<file path="src/rtl/ebaf_pkg.sv">
// Package for the event background-activity filter.
// Holds shared constants, the controller state type and the command/status structs.
// No dependencies.
package ebaf_pkg;

  // Field widths fixed by the interface.
  localparam int COORD_W  = 8;
  localparam int TIME_W   = 32;
  localparam int WINDOW_W = 24;

  // Default sensor geometry.
  localparam int SENSOR_WIDTH_DEF  = 240;
  localparam int SENSOR_HEIGHT_DEF = 180;

  // Support window after reset, in microseconds.
  localparam logic [WINDOW_W-1:0] WINDOW_RESET = 24'd30000;

  // Eight neighbors are written per interior event.
  localparam int NB_W = 3;
  localparam logic [NB_W-1:0] NB_LAST = 3'd7;

  // Neighbor codes, column offset first, then row offset.
  localparam logic [NB_W-1:0] NB_WEST_UP    = 3'd0;
  localparam logic [NB_W-1:0] NB_WEST       = 3'd1;
  localparam logic [NB_W-1:0] NB_WEST_DOWN  = 3'd2;
  localparam logic [NB_W-1:0] NB_UP         = 3'd3;
  localparam logic [NB_W-1:0] NB_DOWN       = 3'd4;
  localparam logic [NB_W-1:0] NB_EAST_UP    = 3'd5;
  localparam logic [NB_W-1:0] NB_EAST       = 3'd6;
  localparam logic [NB_W-1:0] NB_EAST_DOWN  = 3'd7;

  // Controller states.
  typedef enum logic [2:0] {
    ST_CLEAR,
    ST_IDLE,
    ST_LOOKUP,
    ST_UPDATE,
    ST_PUSH
  } ebaf_state_e;

  // Commands from the controller to the datapath.
  typedef struct packed {
    logic            accept;    // capture the incoming request
    logic            clear_wr;  // clear one valid bit and advance the sweep
    logic            mem_rd;    // read the event's own pixel
    logic            mem_wr;    // write one neighbor
    logic            eval;      // read data is ready, evaluate the window
    logic [NB_W-1:0] nb_sel;    // which neighbor to write
    logic            out_load;  // load the result register
  } ebaf_cmd_t;

  // Status from the datapath to the controller.
  typedef struct packed {
    logic oor;         // captured event lies off the sensor
    logic interior;    // captured event is off the border
    logic out_free;    // result register can take a new result
    logic clear_last;  // sweep is at the last pixel
  } ebaf_stat_t;

endpackage

</file>
<file path="src/rtl/ebaf_ctrl.sv">
// Controller state machine of the event background-activity filter.
// Sequences the valid-map clearing sweep, lookup, neighbor writes and result push.
// Depends on ebaf_pkg.
module ebaf_ctrl (
  input  logic                   clk_i,
  input  logic                   rst_ni,
  input  logic                   in_valid_i,
  output logic                   in_stall_o,
  input  ebaf_pkg::ebaf_stat_t   stat_i,
  output ebaf_pkg::ebaf_cmd_t    cmd_o
);

  ebaf_pkg::ebaf_state_e state_q, state_d;
  logic [ebaf_pkg::NB_W-1:0] cnt_q, cnt_d;

  // State and neighbor counter registers.
  always_ff @(posedge clk_i or negedge rst_ni) begin
    if (!rst_ni) begin
      state_q <= ebaf_pkg::ST_CLEAR;
      cnt_q   <= '0;
    end else begin
      state_q <= state_d;
      cnt_q   <= cnt_d;
    end
  end

  // Next state and commands.
  always_comb begin
    state_d    = state_q;
    cnt_d      = cnt_q;
    cmd_o      = '0;
    in_stall_o = 1'b1;
    case (state_q)
      ebaf_pkg::ST_CLEAR: begin
        cmd_o.clear_wr = 1'b1;
        if (stat_i.clear_last) begin
          state_d = ebaf_pkg::ST_IDLE;
        end
      end
      ebaf_pkg::ST_IDLE: begin
        in_stall_o = 1'b0;
        if (in_valid_i) begin
          cmd_o.accept = 1'b1;
          state_d      = ebaf_pkg::ST_LOOKUP;
        end
      end
      ebaf_pkg::ST_LOOKUP: begin
        // An off-sensor event touches no memory; it reports in lookup unless the result register is full.
        if (stat_i.oor) begin
          if (stat_i.out_free) begin
            cmd_o.out_load = 1'b1;
            state_d        = ebaf_pkg::ST_IDLE;
          end else begin
            state_d = ebaf_pkg::ST_PUSH;
          end
        end else begin
          cmd_o.mem_rd = 1'b1;
          state_d      = ebaf_pkg::ST_UPDATE;
        end
      end
      ebaf_pkg::ST_UPDATE: begin
        // The first update cycle evaluates the window while the first neighbor of an interior event is written.
        cmd_o.eval   = (cnt_q == '0);
        cmd_o.mem_wr = stat_i.interior;
        cmd_o.nb_sel = cnt_q;
        cnt_d        = cnt_q + 1'b1;
        if (!stat_i.interior || cnt_q == ebaf_pkg::NB_LAST) begin
          cnt_d = '0;
          if (stat_i.out_free) begin
            cmd_o.out_load = 1'b1;
            state_d        = ebaf_pkg::ST_IDLE;
          end else begin
            state_d = ebaf_pkg::ST_PUSH;
          end
        end
      end
      ebaf_pkg::ST_PUSH: begin
        if (stat_i.out_free) begin
          cmd_o.out_load = 1'b1;
          state_d        = ebaf_pkg::ST_IDLE;
        end
      end
      default: begin
        state_d = ebaf_pkg::ST_IDLE;
        cnt_d   = '0;
      end
    endcase
  end

  // The neighbor counter only runs during the update phase.
  a_cnt_idle: assert property (@(posedge clk_i) disable iff (!rst_ni)
    state_q != ebaf_pkg::ST_UPDATE |-> cnt_q == '0)
    else $error("neighbor counter nonzero outside update");

  // Neighbor writes happen only for interior, on-sensor events.
  a_wr_interior: assert property (@(posedge clk_i) disable iff (!rst_ni)
    cmd_o.mem_wr |-> stat_i.interior && !stat_i.oor)
    else $error("neighbor write for a border or off-sensor event");

  // An accepted request always proceeds to the lookup.
  a_accept_lookup: assert property (@(posedge clk_i) disable iff (!rst_ni)
    cmd_o.accept |=> state_q == ebaf_pkg::ST_LOOKUP)
    else $error("accepted request did not enter lookup");

endmodule

</file>
<file path="config.mk">
export PLATFORM = sky130hd
export DESIGN_NAME = ebaf_ctrl
export DESIGN_NICKNAME = d
export VERILOG_FILES = /design/src/rtl/ebaf_pkg.sv /design/src/rtl/ebaf_ctrl.sv
export SDC_FILE = /design/constraint.sdc
export NUM_CORES = 1
export LEC_CHECK = 0
export BUFFER_PORTS_ARGS = -buffer_cell sky130_fd_sc_hd__buf_2
export CAP_MARGIN = 20
export CORE_AREA = 3 3 40 42
export CTS_CLUSTER_DIAMETER = 80
export CTS_CLUSTER_SIZE = 16
export DETAILED_ROUTE_END_ITERATION = 8
export DIE_AREA = 0 0 43 45
export HOLD_SLACK_MARGIN = 0.08
export PLACE_DENSITY_LB_ADDON = 0.3
export SYNTH_ARGS = -nofsm -noshare
export SYNTH_HDL_FRONTEND = slang
export SYNTH_SLANG_ARGS = --single-unit
</file>
<file path="constraint.sdc">
create_clock -name clk_i -period 2.25 [get_ports clk_i]
set_input_delay 0.45 -clock clk_i [delete_from_list [all_inputs] [get_ports clk_i]]
set_output_delay 0.45 -clock clk_i [all_outputs]
set_load 0.005 [all_outputs]
</file>
# --- Yosys cells after proc, flatten, opt, wreduce, memory -nomap -nowiden ---
# Cells that the tools add are included.
op_classes:
  add_sub_neg: 1
  eq_ne: 9
  n_mux: 20
  reduce_logical: 6
op_table:
  columns: ["op", "n"]
  rows:
  - ["$mux W3", 7]
  - ["$pmux W3 S5", 1]
  - ["$mux W1", 9]
  - ["$ne A2 B2 Y1 const B", 4]
  - ["$eq A3 B2 Y1 const B", 2]
  - ["$eq A3 B3 Y1 const B", 2]
  - ["$logic_not A3 Y1", 2]
  - ["$pmux W3 S2", 1]
  - ["$mux W5", 1]
  - ["$reduce_and A4 Y1", 1]
  - ["$reduce_or A4 Y1", 1]
  - ["$add A3 B1 Y3 const B", 1]
  - ["$eq A3 B1 Y1 const B", 1]
  - ["$pmux W1 S3", 1]
  - ["$logic_not A1 Y1", 1]
  - ["$logic_or A1 B1 Y1", 1]
totals:
  regBits: 6
  elab_cells: 38

# --- Depth between registers and ports, before layout ---
# Gate-level depths: netlist of the first run.
depth:
  depth_word: 4
  depth_mapped: 5

# --- Worst setup path after synthesis of the first run ---
# No wires, ideal clock.
synth_path:
  path_kind: "register to output"
  startpoint: "reg cnt_q[0] (netlist bit)"
  endpoint: "out cmd_o[0] (netlist bit)"
  arrival_time_ns: 1.186
  required_time_ns: 1.800
  path_slack_ns: 0.614
  stages_incl_launch_ff: 6
  path_buffers: 0
  path_cell_list: "dfrtp_1 ha_1 ha_1 nand3b_1 a32oi_1 nor2_1"
synth_rtl:
  columns: ["item", "line_no", "text"]
  rows:
  - ["start: declaration", "ebaf_ctrl.sv:14", "logic [ebaf_pkg::NB_W-1:0] cnt_q, cnt_d;"]
  - ["start signal: assignment", "ebaf_ctrl.sv:23", "cnt_q <= cnt_d;"]
  - ["end: declaration", "ebaf_ctrl.sv:10", "output ebaf_pkg::ebaf_cmd_t cmd_o"]

==> flow_summary.yaml, run 1 <==
worst_setup_path:
  crit_path_max_fanout: 3
  worst-setup-path-type: "register to primary output"
  crit_arrival_ps: 1610
  r2r_start: "cnt_q[0]$_DFFE_PN0N_"
  startpoint: "cnt_q[0]$_DFFE_PN0N_"
  cp-end-kind: "primary output"
  start_kind: "register"
  crit_required_ps: 1800
final_layout:
  postLayoutCoreUtil_pct: 46.1
  area.growth.synth_to_final_pct: 20.7
  diodes: 0
  layout.nets: 79
  drive_gt1_share_pct: 40.3
synth:
  synth.avg_cell_area_um2: 9.81
  syn_inst: 50
  syn-num-nets: 60
  synthMuxAreaShare_pct: 7.40
  synthAdderAreaFrac_pct: 7.65
  ys_ff_latch: 6
  synth_cell_types: 28
  synth_compound_area_share_pct: 15.6
  synth_area_um2: 490
  synth_xor_xnor_area_share_pct: 0
  seq_area_frac_synth_pct: 30.6
  yosys_warnings: 0
  yosys.area_share.simple_pct: 29.6
  synth_top_family_by_area: "simple AND/OR/NAND/NOR gates"
clock_tree:
  cts_max_level: 1
  post_cts_buffers: 0
  clk_pin_slew_ps: 40
  cts_tree: "done"
  clkSinkCount: 6
  cts_resized: 0
  cts_root_buf: "clkbuf_4"
  cts_buffers: 3
  worstSkewPairLatency_ps: 230
  postCtsHoldBufs: 1
  cts_buffer_depth: 2
pwr:
  power.share.sequential_pct: 35.4
  combPwrFrac_pct: 51.0
  p_leak_uw: 0.000314
  power.share.switching_pct: 39.6
  p_int_uw: 412
  p_per_area_nw_per_um2: 1150
  switchingPower_uw: 271
  peakVddDrop_mv: 0.494
  clkPwrFrac_pct: 13.6
die:
  die_h_um: 45
  die_w_um: 43
  core_um2: 1280
  rows: 13
  num_io_pins: 17
  fp.dieArea_um2: 1940
  initial_core_util_pct: 38.2
worst_hold_path:
  hold_class: "input port to register"
  hold_start: "stat_i[1]"
timing:
  hold_viol_final: 0
  fmax_ghz: 0.485
  slew_violations: 0
  tns_ps: 0
  skew_ps: 2.85
  rsz0062_at_grt: "false"
  worst_slew_pin_slew_ps: 374
  period_share_pct: 91.7
  finalSetupViolations: 0
  worst_slew_margin_rel_pct: 75.1
  min_period_ps: 2060
route:
  drt_iter0_markers: 1
  drc: 0
  ant_nets: 0
  wl_per_cell_um: 10.9
  dr.pass1.iters: 2
  drt_wl_total_um: 890
  routed_via_density: 4.68
  via_count: 384
global_routing:
  grt_pass1_wl_um: 1500
  overflow: 0
  grt_usage_pct: 10.2
  antenna_found_initial: 0
  grt_max_degree: 13
  grt_pass1_vias: 353
place:
  routabilityCongestion: 0.747
  dp.final_hpwl_um: 711
  portBuffers: 16
outcome:
  status: "completed"
flow_run:
  max_cap_violations: 0
-- power by group through the flow --
stage | logic [uW] | clock network, uW | registers, uW
final | 348 | 93.1 | 242
after global routing | 397 | 109 | 254
after CTS | 357 | 97.8 | 242
after detailed placement | 353 | 0 | 243
after global placement | 354 | 0 | 242
after floorplan | 346 | 0 | 180
-- synthesized netlist by cell type, drive strengths merged --
library cell | number | area, um^2
nor2 | 7 | 31.3
inv | 4 | 15.0
a32oi | 2 | 25.0
buf | 3 | 30.0
a22o | 2 | 17.5
mux2 | 2 | 26.3
nor2b | 1 | 6.26
nor4b | 1 | 8.76
o211ai | 1 | 7.51
dfrtp | 6 | 150
a21o | 2 | 16.3
a21oi | 2 | 10.0
mux2i | 1 | 10.0
nor3b | 2 | 20.0
or2b | 1 | 8.76
or2 | 3 | 18.8
and3b | 1 | 8.76
nand3b | 2 | 18.8
and2 | 3 | 18.8
nor3 | 1 | 5.00
ha | 3 | 37.5
-- worst paths after layout --
| path | slack (ps) | endpoint | cells past startpoint |
|---|---|---|---|
| worst min register to register | 540 | cnt_q[1]$_DFFE_PN0N_ | 1 |
| min in group asynchronous | 560 | state_q[2]$_DFFE_PN0P_ | 2 |
| max in group asynchronous | 1550 | cnt_q[2]$_DFFE_PN0N_ | 2 |
| worst max register to register | 740 | cnt_q[0]$_DFFE_PN0N_ | 5 |
| worst min-delay path | 400 | state_q[2]$_DFFE_PN0P_ | 2 |
| worst max-delay path | 190 | cmd_o[0] | 6 |
-- logic make-up after synthesis --
logic type      count (synthesis)
simple gates                   22
compound gates                  9
buf+inv                         7
flops                           6
mux                             3
fa+ha+maj                       3
-- cell usage in the layout (no fill, tap or decap), types with 3 or more instances in the layout --
master    instances
buf_2            16
dfrtp_1           6
ha_1              3
inv_1             4
nor2_1            5
or2_1             3
and2_1            3
clkbuf_4          3
-- critical path, stage by stage (launching register included) --
cell and delay (ps):
dfrtp_1 400, ha_1 210, ha_1 180, nand3b_1 160
a32oi_1 250, nor2_1 60, buf_2 120
-- cell type report --
cell class | count | area (um^2)
Timing Repair Buffer | 17 | 90.1
Fill cell | 138 | 693
Inverter | 4 | 15.0
Clock buffer | 3 | 22.5
Sequential cell | 6 | 150
Multi-Input combinational cell | 37 | 295
Tap cell | 15 | 18.8
-- registers in the layout (all words and copies together) (netlist names) --
register and cells:
cnt_q 3, state_q 3
-- through the flow --
step                      instance area [um^2]  power, uW  instances  worst slack [ps]  hold slack (ps)
after floorplan                            490        526         50               614              154
after CTS                                  592        696         82               176              398
after global placement                     559        595         78               466              278
final                                      592        682         82               186              403
after global routing                       592        759         82              67.2              406
after detailed placement                   559        595         78               435              278
-- metal layers --
| layer | share of wire, % | up-vias | track usage, % |
|---|---|---|---|
| met5 | 0 | - | 0 |
| met1 | 50 | 161 | 14.6 |
| met4 | 0 | 0 | 0 |
| met3 | 8.2 | 0 | 5.18 |
| li1 | - | 210 | - |
| met2 | 42 | 13 | 14.7 |
(Power assumes the default switching activity.)
==> inputs of run 2 (changes only) <==
- PLACE_DENSITY: default -> 0.6
- PLACE_DENSITY_LB_ADDON: 0.3 -> default
- SETUP_SLACK_MARGIN: default -> 0.5
==> flow_summary.yaml, run 2 (same netlist as run 1, synthesis figures left out) <==
global_routing:
  grt_usage_pct: 11.8
  grt_max_degree: 13
  antenna_found_initial: 0
  overflow: 0
  grt_pass1_wl_um: 1810
  grt_pass1_vias: 440
worst_setup_path:
  cp-end-kind: "primary output"
  critPathSlowestCell: "dfrtp_1"
  critical_path.cell_chain: "ha_2 -> ha_4 -> nand3b_1 -> a32oi_2 -> nor2_1 -> buf_2"
  r2r_start: "cnt_q[0]$_DFFE_PN0N_"
  start_kind: "register"
  slowest_delay_ps: 370
  startpoint: "cnt_q[0]$_DFFE_PN0N_"
  crit_arrival_ps: 1530
  reg2reg_depth: 13
  crit_path_max_fanout: 2
  worst-setup-path-type: "register to primary output"
  r2r_end: "state_q[2]$_DFFE_PN0P_"
  rrSetupSlack_ps: 300
  crit_required_ps: 1800
  timing.critical_path.to: "cmd_o[0]"
timing:
  hold_viol_final: 0
  slew_violations: 0
  worst_slew_pin_slew_ps: 327
  min_period_ps: 1980
  finalSetupViolations: 0
  rsz0062_at_grt: "true"
  skew_ps: 1.39
  fmax_ghz: 0.505
  tns_ps: 0
  worst_slew_margin_rel_pct: 77.9
  period_share_pct: 87.9
clock_tree:
  clkSinkCount: 6
  cts_max_level: 1
  cts_buffers: 3
  worstSkewPairLatency_ps: 240
  cts_buffer_depth: 2
  cts_root_buf: "clkbuf_4"
  clk_pin_slew_ps: 50
  cts_tree: "done"
place:
  portBuffers: 16
  dp.final_hpwl_um: 734
  dp.cells: 78
  routabilityCongestion: 0.763
  place_area_um2: 559
final_layout:
  seq_area_um2: 154
  nFillCells: 114
  final_common_cell: "buf_2"
  area.growth.synth_to_final_pct: 57.7
  layout.nets: 93
  diodes: 0
  final_cell_mix: "16 x buf_2, 7 x buf_6, 7 x buf_4"
  reg.largest.list: "cnt_q (3), state_q (3)"
  finish.instance_area_um2: 773
  stdcell_count: 96
  multi_input_area_um2: 342
  drive_gt1_share_pct: 64.2
route:
  wl_per_cell_um: 12.8
  drc: 0
  ant_nets: 0
  drt_iter0_markers: 7
  via_count: 470
  routed_via_density: 4.90
  dr.pass1.iters: 4
  drt_wl_total_um: 1230
pwr:
  p_per_area_nw_per_um2: 1250
  p_leak_uw: 0.000397
  peakVddDrop_mv: 0.629
die:
  fp.dieArea_um2: 1940
  core_um2: 1280
  initial_core_util_pct: 38.2
  die_h_um: 45
  rows: 13
  num_io_pins: 17
  die_w_um: 43
outcome:
  status: "completed"
worst_hold_path:
  hold_class: "input port to register"
  whs_path_depth: 2
flow_run:
  max_cap_violations: 0
==> run 2: routing by layer <==
layer | vias to the layer above | global-route usage, % | wire, um
li1 | 237 | - | -
met1 | 219 | 15.0 | 538
met2 | 14 | 21.3 | 625
met3 | 0 | 2.79 | 64
met4 | 0 | 1.20 | 0
met5 | - | 0 | 0
==> run 2: layout make-up <==
cell class                 instances  share of cell area (%)
timing repair buffer              31                    28.6
tap                               15                    2.43
sequential                         6                    19.9
multi-input combinational         37                    44.2
clock buffer                       3                    2.91
inverter                           4                    1.94
==> run 2: stage by stage <==
stage	power, uW	hold slack (ps)	worst slack, ps	util, %
floorplan	526	154	614	-
global placement	596	278	465	43.5
detailed placement	593	278	434	43.5
CTS	815	392	269	52.5
global route	1060	409	185	60.2
finish	970	411	271	60.2
==> run 2: worst min path at each step <==
stage               slack, ps                endpoint       from
finish                    410  state_q[2]$_DFFE_PN0P_  stat_i[1]
global route              410  state_q[2]$_DFFE_PN0P_  stat_i[1]
CTS                       390  state_q[2]$_DFFE_PN0P_  stat_i[1]
detailed placement        280  state_q[1]$_DFFE_PN0P_     rst_ni
global placement          280  state_q[1]$_DFFE_PN0P_     rst_ni
floorplan                 150    cnt_q[0]$_DFFE_PN0N_     rst_ni
==> run 2: critical path, delay by kind of cell, from the launching register on <==
family | cells | cell delay, ps
buffers and inverters | 1 | 120
DFF | 1 | 370
AOI/OAI and AO/OA | 1 | 210
and+or+nand+nor | 2 | 240
adders and majority gates | 2 | 350
==> run 2: report_power, final <==
| part | leakage [uW] | internal [uW] | switching (uW) |
|---|---|---|---|
| registers | 0.0000736 | 156 | 83.3 |
| clock network | 0.0000138 | 60.2 | 36.5 |
| logic | 0.000309 | 391 | 243 |
==> run 2: timing repair <==
item	4_1_cts	5_1_grt
resized for setup	5	16
endpoints found under the setup margin	4	5
pin swaps	1	0
hold buffers	1	0
buffers inserted	9	5
endpoints found under the hold margin	6	0
==> inputs of run 3 (changes only) <==
- ABC_AREA: default -> 1
- PLACE_DENSITY: 0.6 -> 0.57
==> flow_summary.yaml, run 3 <==
timing:
  worst_slew_pin_slew_ps: 265
  worst_slew_margin_rel_pct: 82.3
  skew_ps: 5.42
  period_share_pct: 82.8
  slew_violations: 0
  worst_slack_ps: 387
  finalSetupViolations: 0
  tns_ps: 0
  fmax_ghz: 0.537
  fin_hold_ws_ps: 473
  hold_viol_final: 0
  min_period_ps: 1860
  rsz0062_at_grt: "true"
synth:
  synth_area_um2: 450
  yosys_most_used_dff: "dfrtp_1"
  syn-num-nets: 80
  ys_ff_latch: 6
  ys_async_sr_fraction_pct: 100
  synth_edf_count: 0
  yosys_warnings: 0
  synth_top_area_share_pct: 33.3
  syn_inst: 70
  synthTopCellsByArea: "dfrtp_1 33%, nand2_1 18%, inv_1 9.2%, ha_1 8.3%, nor2_1 8.3%"
  synth.avg_cell_area_um2: 6.43
  synth_cell_types: 12
  yosys.area.top_type: "dfrtp_1"
  seq_area_frac_synth_pct: 33.3
  ys_top_cells_by_count: "21 x nand2_1, 11 x inv_1, 10 x nor2_1"
  yosysMostFrequentCell: "nand2_1"
pwr:
  clkPwrFrac_pct: 12.7
  power.share.switching_pct: 44.8
  p_int_uw: 450
  power.share.sequential_pct: 24.3
  p_per_area_nw_per_um2: 1060
  peakVddDrop_mv: 0.497
  combPwrFrac_pct: 63.0
  switchingPower_uw: 366
  p_leak_uw: 0.000439
route:
  drt_iter0_markers: 12
  wl_per_cell_um: 12.1
  via_count: 570
  drc: 0
  routed_via_density: 4.71
  dr.pass1.iters: 4
  drt_wl_total_um: 1460
  ant_nets: 0
die:
  die_w_um: 43
  die_h_um: 45
  initial_core_util_pct: 35.1
  num_io_pins: 17
  core_um2: 1280
  rows: 13
  fp.dieArea_um2: 1940
global_routing:
  grt_pass1_wl_um: 1940
  grt_usage_pct: 13.8
  overflow: 0
  grt_pass1_vias: 443
  antenna_found_initial: 0
  grt_max_degree: 8
worst_setup_path:
  rrSetupSlack_ps: 550
  cp-end-kind: "primary output"
  start_kind: "register"
  r2r_start: "cnt_q[0]$_DFFE_PN0N_"
  critPathSlowestCell: "dfrtp_1"
  crit_required_ps: 1800
  critical_path.cell_chain: "ha_2 -> ha_4 -> nor2_4 -> nand2_2 -> nand3_2 -> a21oi_2 -> buf_2"
  slowest_delay_ps: 380
  crit_path_max_fanout: 2
  crit_arrival_ps: 1410
  reg2reg_depth: 11
  r2r_end: "cnt_q[1]$_DFFE_PN0N_"
  worst-setup-path-type: "register to primary output"
place:
  post-place-ws_ps: 464
  portBuffers: 16
  dp.final_hpwl_um: 762
  routabilityCongestion: 0.699
  place_area_um2: 549
clock_tree:
  worstSkewPairLatency_ps: 250
  cts_tree: "done"
  cts_root_buf: "clkbuf_4"
  clk_pin_slew_ps: 50
  cts_max_level: 1
  clkSinkCount: 6
  cts_buffers: 3
  cts_buffer_depth: 2
final_layout:
  area.growth.synth_to_final_pct: 70.3
  diodes: 0
  final_common_cell: "nand2_1"
  finish.instance_area_um2: 767
  reg.largest.list: "cnt_q (3), state_q (3)"
  layout.nets: 118
  drive_gt1_share_pct: 49.1
  final_cell_mix: "20 x nand2_1, 16 x buf_2, 15 x buf_4"
worst_hold_path:
  whs_path_depth: 4
  hold_start: "stat_i[1]"
  holdPathEnd: "state_q[2]$_DFFE_PN0P_"
  hold_class: "input port to register"
flow_run:
  max_cap_violations: 0
outcome:
  status: "completed"
## run 3: cell types whose count changed after synthesis, moves of 3 or more
cell and delta:
inv_1 +7, or2_1 -3, nor2_1 +5, nand2_1 +21
and2_1 -3, nand3_1 +7
## run 3: through the flow
stage,total power (uW),std cells,utilization [%]
2_1_floorplan,428,70,-
3_3_place_gp,536,101,42.7
3_5_place_dp,529,101,42.7
4_1_cts,677,115,53.3
5_1_grt,886,121,59.7
6_report,816,121,59.7
## run 3: per-layer routing
layer / share of wire, % / GRT usage (%)
met5: 0 / 0
met4: 0.48 / 5.42
met3: 6.8 / 5.98
met2: 50 / 22.5
met1: 42 / 16.3
## run 3: area by class of cell
type / instances / area [um^2]
inverters: 11 / 43.8
flip-flops and latches: 6 / 153
well taps: 15 / 18.8
repair buffers: 33 / 214
fillers: 114 / 518
clock buffers: 3 / 22.5
multi-input cells: 53 / 315
## run 3: logic make-up (layout without fill, tap and decap cells)
| kind of cell | Yosys count | in the layout | synth area share, % |
|---|---|---|---|
| fa+ha+maj | 3 | 3 | 8.33 |
| simple gates | 46 | 46 | 44.7 |
| compound gates | 4 | 4 | 4.44 |
| buf+inv | 11 | 47 | 9.17 |
| flops | 6 | 6 | 33.3 |
## run 3: power groups by stage
stage | clock network (uW) | logic [uW] | registers (uW)
floorplan | 0 | 243 | 186
global route | 115 | 569 | 201
global placement | 0 | 340 | 196
finish | 104 | 514 | 198
detailed placement | 0 | 333 | 196
CTS | 102 | 383 | 191
## run 3: critical path, delay by kind of cell (launching register included)
family	cells	cell delay, ps
AOI/OAI and AO/OA	1	50
adders and majority gates	2	360
buffers and inverters	1	120
DFF	1	380
and+or+nand+nor	3	250
## run 3: worst max-delay path by stage
| stage | startpoint | cells after the start | end | slack, ps |
|---|---|---|---|---|
| after floorplan | cnt_q[0]$_DFFE_PN0N_ | 6 | cmd_o[0] | 650 |
| after CTS | cnt_q[1]$_DFFE_PN0N_ | 7 | cmd_o[0] | 430 |
| after detailed placement | cnt_q[0]$_DFFE_PN0N_ | 7 | cmd_o[0] | 460 |
| after global placement | cnt_q[0]$_DFFE_PN0N_ | 7 | cmd_o[0] | 500 |
| after global routing | cnt_q[0]$_DFFE_PN0N_ | 7 | cmd_o[0] | 330 |
| final | cnt_q[0]$_DFFE_PN0N_ | 7 | cmd_o[0] | 390 |
## run 3: what timing repair did
action | in CTS | in global routing
pin swaps | 2 | 4
setup endpoints to repair | 1 | 10
buffers inserted | 10 | 6
gates resized for setup | 6 | 11
endpoints found under the hold margin | 6 | 0
hold buffers | 1 | 0
